$ cat src/sv/ihpq_pkg.sv
// ----------------------------------------------------------------------------
// ihpq_pkg - shared types and constants of the indexed min-heap queue
// Sizes, operation and status codes, controller states and the command and
// status groups between controller and datapath.
// ----------------------------------------------------------------------------
package ihpq_pkg;

   localparam int CAPACITY     = 256;
   localparam int DIST_WIDTH   = 31;
   localparam int VTX_W        = 8;
   localparam int VERTEX_COUNT = 1 << VTX_W;
   localparam int DIST_FIELD_W = 31;
   localparam int FUNC_W       = 2;
   localparam int STATUS_W     = 2;

   // stored key width: the field never carries more than 31 bits
   localparam int DW     = (DIST_WIDTH < DIST_FIELD_W) ? DIST_WIDTH : DIST_FIELD_W;
   localparam int ADDR_W = $clog2(CAPACITY);
   localparam int SLOT_W = ADDR_W + 1;
   localparam int HEAP_W = VTX_W + DW;

   localparam int REQ_DATA_W = ((VTX_W + DIST_FIELD_W + 7) / 8) * 8;
   localparam int RSP_DATA_W = ((VTX_W + DIST_FIELD_W + 1 + 7) / 8) * 8;

   typedef enum logic [FUNC_W-1:0] {
      FN_LOAD     = 2'd0,
      FN_EXTRACT  = 2'd1,
      FN_DECREASE = 2'd2,
      FN_QUERY    = 2'd3
   } func_type;

   localparam logic [STATUS_W-1:0] ST_OK     = 2'd0;
   localparam logic [STATUS_W-1:0] ST_EMPTY  = 2'd1;
   localparam logic [STATUS_W-1:0] ST_REJECT = 2'd2;

   typedef enum logic [3:0] {
      S_IDLE,
      S_DISPATCH,
      S_EXT_LAST,
      S_EXT_SLOT0,
      S_SD_LEFT,
      S_SD_EVAL_L,
      S_SD_EVAL_R,
      S_SD_DEC,
      S_SD_SWAP2,
      S_DK_LOAD,
      S_SU_READ,
      S_SU_CMP,
      S_DONE
   } state_type;

   typedef enum logic [4:0] {
      CMD_NONE,
      CMD_ACCEPT,
      CMD_LOAD,
      CMD_FAIL_EMPTY,
      CMD_FAIL,
      CMD_QUERY,
      CMD_EXT_START,
      CMD_EXT_LAST,
      CMD_EXT_SLOT0,
      CMD_DK_START,
      CMD_DK_LOAD,
      CMD_SD_LEFT,
      CMD_SD_EVAL_L,
      CMD_SD_EVAL_R,
      CMD_SD_SWAP,
      CMD_SD_SWAP2,
      CMD_SU_READ,
      CMD_SU_SWAP,
      CMD_FIN,
      CMD_PUSH
   } step_type;

   typedef struct packed {
      step_type step;
   } cmd_type;

   typedef struct packed {
      func_type func;
      logic     full;
      logic     empty;
      logic     present;
      logic     left_ok;
      logic     right_ok;
      logic     take;
      logic     idx_zero;
      logic     up_less;
      logic     rsp_free;
   } stat_type;

endpackage

$ cat src/sv/ihpq_ctrl.sv
// ----------------------------------------------------------------------------
// ihpq_ctrl - sequencer of the heap queue
// Walks each operation through its steps and issues one command a cycle, none while a result waits in the done state.
// ----------------------------------------------------------------------------
module ihpq_ctrl
   import ihpq_pkg::*;
(
   input  logic     clock,
   input  logic     reset,
   input  logic     req_tvalid,
   output logic     req_tready,
   input  stat_type stat,
   output cmd_type  cmd
);

   state_type state_ff;
   state_type state_in;

   always_ff @(posedge clock) begin
      if (reset) begin
         state_ff <= S_IDLE;
      end else begin
         state_ff <= state_in;
      end
   end

   always_comb begin
      state_in   = state_ff;
      cmd.step   = CMD_NONE;
      req_tready = 1'b0;
      case (state_ff)
         S_IDLE: begin
            req_tready = 1'b1;
            if (req_tvalid) begin
               cmd.step = CMD_ACCEPT;
               state_in = S_DISPATCH;
            end
         end
         S_DISPATCH: begin
            case (stat.func)
               FN_LOAD: begin
                  cmd.step = stat.full ? CMD_FAIL : CMD_LOAD;
                  state_in = S_DONE;
               end
               FN_EXTRACT: begin
                  if (stat.empty) begin
                     cmd.step = CMD_FAIL_EMPTY;
                     state_in = S_DONE;
                  end else begin
                     cmd.step = CMD_EXT_START;
                     state_in = S_EXT_LAST;
                  end
               end
               FN_DECREASE: begin
                  if (stat.present) begin
                     cmd.step = CMD_DK_START;
                     state_in = S_DK_LOAD;
                  end else begin
                     cmd.step = CMD_FAIL;
                     state_in = S_DONE;
                  end
               end
               default: begin
                  cmd.step = CMD_QUERY;
                  state_in = S_DONE;
               end
            endcase
         end
         S_EXT_LAST: begin
            cmd.step = CMD_EXT_LAST;
            state_in = S_EXT_SLOT0;
         end
         S_EXT_SLOT0: begin
            cmd.step = CMD_EXT_SLOT0;
            state_in = S_SD_LEFT;
         end
         S_SD_LEFT: begin
            if (stat.left_ok) begin
               cmd.step = CMD_SD_LEFT;
               state_in = S_SD_EVAL_L;
            end else begin
               cmd.step = CMD_FIN;
               state_in = S_DONE;
            end
         end
         S_SD_EVAL_L: begin
            cmd.step = CMD_SD_EVAL_L;
            state_in = stat.right_ok ? S_SD_EVAL_R : S_SD_DEC;
         end
         S_SD_EVAL_R: begin
            cmd.step = CMD_SD_EVAL_R;
            state_in = S_SD_DEC;
         end
         S_SD_DEC: begin
            if (stat.take) begin
               cmd.step = CMD_SD_SWAP;
               state_in = S_SD_SWAP2;
            end else begin
               cmd.step = CMD_FIN;
               state_in = S_DONE;
            end
         end
         S_SD_SWAP2: begin
            cmd.step = CMD_SD_SWAP2;
            state_in = S_SD_LEFT;
         end
         S_DK_LOAD: begin
            cmd.step = CMD_DK_LOAD;
            state_in = S_SU_READ;
         end
         S_SU_READ: begin
            if (stat.idx_zero) begin
               cmd.step = CMD_FIN;
               state_in = S_DONE;
            end else begin
               cmd.step = CMD_SU_READ;
               state_in = S_SU_CMP;
            end
         end
         S_SU_CMP: begin
            if (stat.up_less) begin
               cmd.step = CMD_SU_SWAP;
               state_in = S_SU_READ;
            end else begin
               cmd.step = CMD_FIN;
               state_in = S_DONE;
            end
         end
         S_DONE: begin
            if (stat.rsp_free) begin
               cmd.step = CMD_PUSH;
               state_in = S_IDLE;
            end
         end
         default: begin
            state_in = S_IDLE;
         end
      endcase
   end

endmodule

$ cat config.mk
export PLATFORM = sky130hd
export DESIGN_NAME = ihpq_ctrl
export DESIGN_NICKNAME = d
export VERILOG_FILES = /design/src/sv/ihpq_pkg.sv /design/src/sv/ihpq_ctrl.sv
export SDC_FILE = /design/constraint.sdc
export NUM_CORES = 1
export LEC_CHECK = 0
export ABC_AREA = 1
export BUFFER_PORTS_ARGS = -buffer_cell sky130_fd_sc_hd__buf_2
export CAP_MARGIN = 40
export CORE_UTILIZATION = 44
export CTS_CLUSTER_DIAMETER = 40
export DETAILED_ROUTE_END_ITERATION = 8
export GPL_TIMING_DRIVEN = 0
export PLACE_DENSITY = 0.82
export SYNTH_ARGS = -nofsm -noshare
export SYNTH_HDL_FRONTEND = slang
export SYNTH_SLANG_ARGS = --single-unit
$ cat constraint.sdc
create_clock -name clock -period 1.3 [get_ports clock]
set_input_delay 0.195 -clock clock [delete_from_list [all_inputs] [get_ports clock]]
set_output_delay 0.195 -clock clock [all_outputs]
set_load 0.01 [all_outputs]
==> results.py <==
metrics = {
    "timing": {
        "setup-violations-final": 5,
        "final_min_period_over_clock_period_pct": 125,
        "unrepaired_setup_endpoints_after_global_routing": "yes",
        "postLayoutSetupSlackWorst_ps": -328,
        "finalCriticalPeriod_ps": 1630,
        "finalClockSkew_ps": 14.5,
        "finalHoldViolCount": 0,
        "final.hold.worst_slack_ps": 157,
        "fmax_mhz": 614,
        "timing_max_transition_violations_final": 0,
        "timing_worst_slew_pin_value_ps": 228,
        "setup_tns_ps": -1390,
        "relSlewSlack_pct": 84.6,
    },
    "layout": {
        "area.growth.synth_to_final_pct": 51.6,
        "drive_above_1_share_pct": 41.8,
        "max_flop_register": "state_ff",
        "final_core_util_pct": 72.0,
        "nets_finish": 166,
        "n_antenna_cell": 0,
        "finalNonFillerCells": 161,
        "layout_top_registers": "state_ff x4",
        "largest_register_ffs": 4,
    },
    "setup_path": {
        "worst-setup-path-type": "reg -> out",
        "path_cells": "inv_6 -> nor2_4 -> nand2_1 -> and2_4 -> nor3b_2 -> nand2_1 -> buf_2",
        "crit_cells": 7,
        "cell_family_with_the_largest_share_of_critical_path_delay": "simple AND/OR/NAND/NOR gates",
        "worst_setup_path_start_kind": "flop",
        "timing.critical_path.fanout_max": 6,
        "timing.critical_path.mode_cell": "nand2_1",
        "timing.reg2reg.setup_slack_ps": 40,
        "worstPathArrival_ps": 1430,
        "r2r-end": "state_ff[2]$_SDFFE_PP0P_",
        "critPathMaxStageDelay_ps": 410,
        "cpMaxStageDelayCell": "dfxtp_4",
        "rr_startpoint": "state_ff[2]$_SDFFE_PP0P_",
        "worstPathRequired_ps": 1110,
        "depth_of_the_worst_register_to_register_path": 8,
        "critPathCaptureType": "output port",
        "critical_path.n_buffers_inverters": 2,
    },
    "place": {
        "gpl.final_weighted_congestion": 0.839,
        "dp_cells": 151,
        "portBuffers": 19,
        "place.detailed.hpwl_um": 1300,
    },
    "clocking": {
        "clk_path_buf_depth": 2,
        "clock-sinks": 4,
        "clock-root-buffer": "clkbuf_4",
        "insertion_delay_ps": 250,
        "numCtsBuffers": 3,
        "cts.htree.levels": 1,
        "cts_tree": "built",
        "worst_setup_hold_path_clk_slew_ps": 50,
    },
    "synth": {
        "synth_seq_area_share_pct": 12.8,
        "post_synth.cell_area_avg_um2": 5.35,
        "fraction_of_registers_with_async_set_or_reset_after_synthesis_pct": 0,
        "yosys_top_cell_area_share_pct": 19.8,
        "synth.net_count": 135,
        "netlist-cell-type-count": 19,
        "synth-warning-count": 0,
        "synth_enable_flop_cells": 0,
        "yosys_most_used_dff": "dfxtp_1",
        "post-synth-top-count-cell": "nand2_1",
        "synthTopCellsByCount": "nand2_1, inv_1, nor2_1",
        "netlist_instances": 117,
        "syn-cell-area_um2": 626,
        "synth.top_cells.by_area": "nand2_1, dfxtp_1, inv_1",
        "synth_largest_area_cell": "nand2_1",
        "synth-seq-cells": 4,
    },
    "grt": {
        "grt_start_max_net_pins": 7,
        "grt_remaining_overflow": 0,
        "grtUsageTotal_pct": 27.9,
        "grt_first_pass_wirelength_um": 2960,
        "grt_antenna_before_repair": 0,
        "number_of_global_route_vias_before_repair": 713,
    },
    "route": {
        "num_vias": 881,
        "routed_via_density": 5.47,
        "wire_per_inst_um": 13.1,
        "routed_wirelength_um": 2120,
        "drt_pre_antenna_iters": 6,
        "detailedRoute.firstIterationViolations": 39,
        "postRouteAntennaNets": 0,
        "drcViolationCount": 0,
    },
    "die": {
        "initial_core_util_pct": 47.5,
        "floorplan.die_area_um2": 1580,
        "num_io_pins": 20,
        "coreArea_um2": 1320,
        "die_y_um": 39.7,
        "fp-row-count": 13,
        "die_x_um": 39.7,
    },
    "outcome": {
        "result_of_the_run": "finished, violations left",
        "failed_checks": "setup timing",
    },
    "min_path": {
        "hold_class": "in -> reg",
        "hold_path_depth": 2,
        "worst_hold_path.endpoint": "state_ff[3]$_SDFFE_PP0P_",
        "min_from": "reset",
    },
    "power": {
        "leakage_nw": 0.526,
        "power-per-cell-area_nw_per_um2": 2010,
        "peakVddDrop_mv": 1.14,
        "design_power_total_mw": 1.91,
    },
    "flow_run": {
        "drv.max_cap_violation_count": 0,
    },
}
[placed cells by master, fill, tap and decap left out, drive strengths merged]
master    n
a21oi     3
a31oi     1
and2      1
buf      27
clkbuf    3
dfxtp     4
ha        4
inv      19
nand2    33
nand3    12
nand3b    3
nand4     3
nor2     22
nor3b     1
o2111ai   1
o211ai    2
o21a      1
o21ai     5
o21bai    1
[metal layers]
metal | track usage, % | part of all wire (%) | vias up | wire length, um
li1 | - | - | 441 | -
met1 | 34.3 | 40 | 397 | 852
met2 | 50.8 | 50 | 39 | 1060
met3 | 6.82 | 8.0 | 4 | 170
met4 | 0 | 1.4 | 0 | 29
met5 | 0 | 0 | - | 0
[how the worst max path moves through the flow]
stage          slack (ps)                      from      to
2_1_floorplan           6  state_ff[1]$_SDFFE_PP0P_  cmd[1]
3_3_place_gp         -200  state_ff[2]$_SDFFE_PP0P_  cmd[3]
3_5_place_dp         -230  state_ff[1]$_SDFFE_PP0P_  cmd[1]
4_1_cts              -300  state_ff[1]$_SDFFE_PP0P_  cmd[1]
5_1_grt              -390  state_ff[2]$_SDFFE_PP0P_  cmd[3]
6_report             -330  state_ff[3]$_SDFFE_PP0P_  cmd[1]
[layout make-up]
type / count / area [um^2]
inverters: 19 / 81.3
multi-input cells: 93 / 568
fillers: 107 / 369
repair buffers: 27 / 163
well taps: 15 / 18.8
flip-flops and latches: 4 / 95.1
clock buffers: 3 / 22.5
[stage by stage]
step / area, um^2 / setup WS (ps)
after floorplan: 631 / 5.64
after global placement: 744 / -204
after detailed placement: 744 / -233
after CTS: 900 / -300
after global routing: 948 / -391
final: 948 / -328
[logic make-up after synthesis]
logic type	after synthesis	share of synthesized area, %
simple gates	75	53.0
buf+inv	20	12.6
fa+ha+maj	4	8.00
flops	4	12.8
compound gates	14	13.6
[worst register-to-register path, stage by stage, from the launching register on]
cell and delay (ps):
dfxtp_4 370, inv_2 120, nand2_1 110, nor2_4 150
buf_4 140, o21ai_0 100, nand3_1 110, nand2_1 50
inv_1 40
[repair_timing]
item	CTS	global route
buffers inserted	6	2
hold buffers	0	0
resized for setup	32	15
endpoints found under the setup margin	8	9
pin swaps	9	8
[power by group]
part / switching (mW) / total (mW) / internal [mW]
clock network: 0.0583 / 0.162 / 0.104
logic: 0.815 / 1.39 / 0.578
registers: 0.152 / 0.354 / 0.202
(Power assumes the default switching activity.)
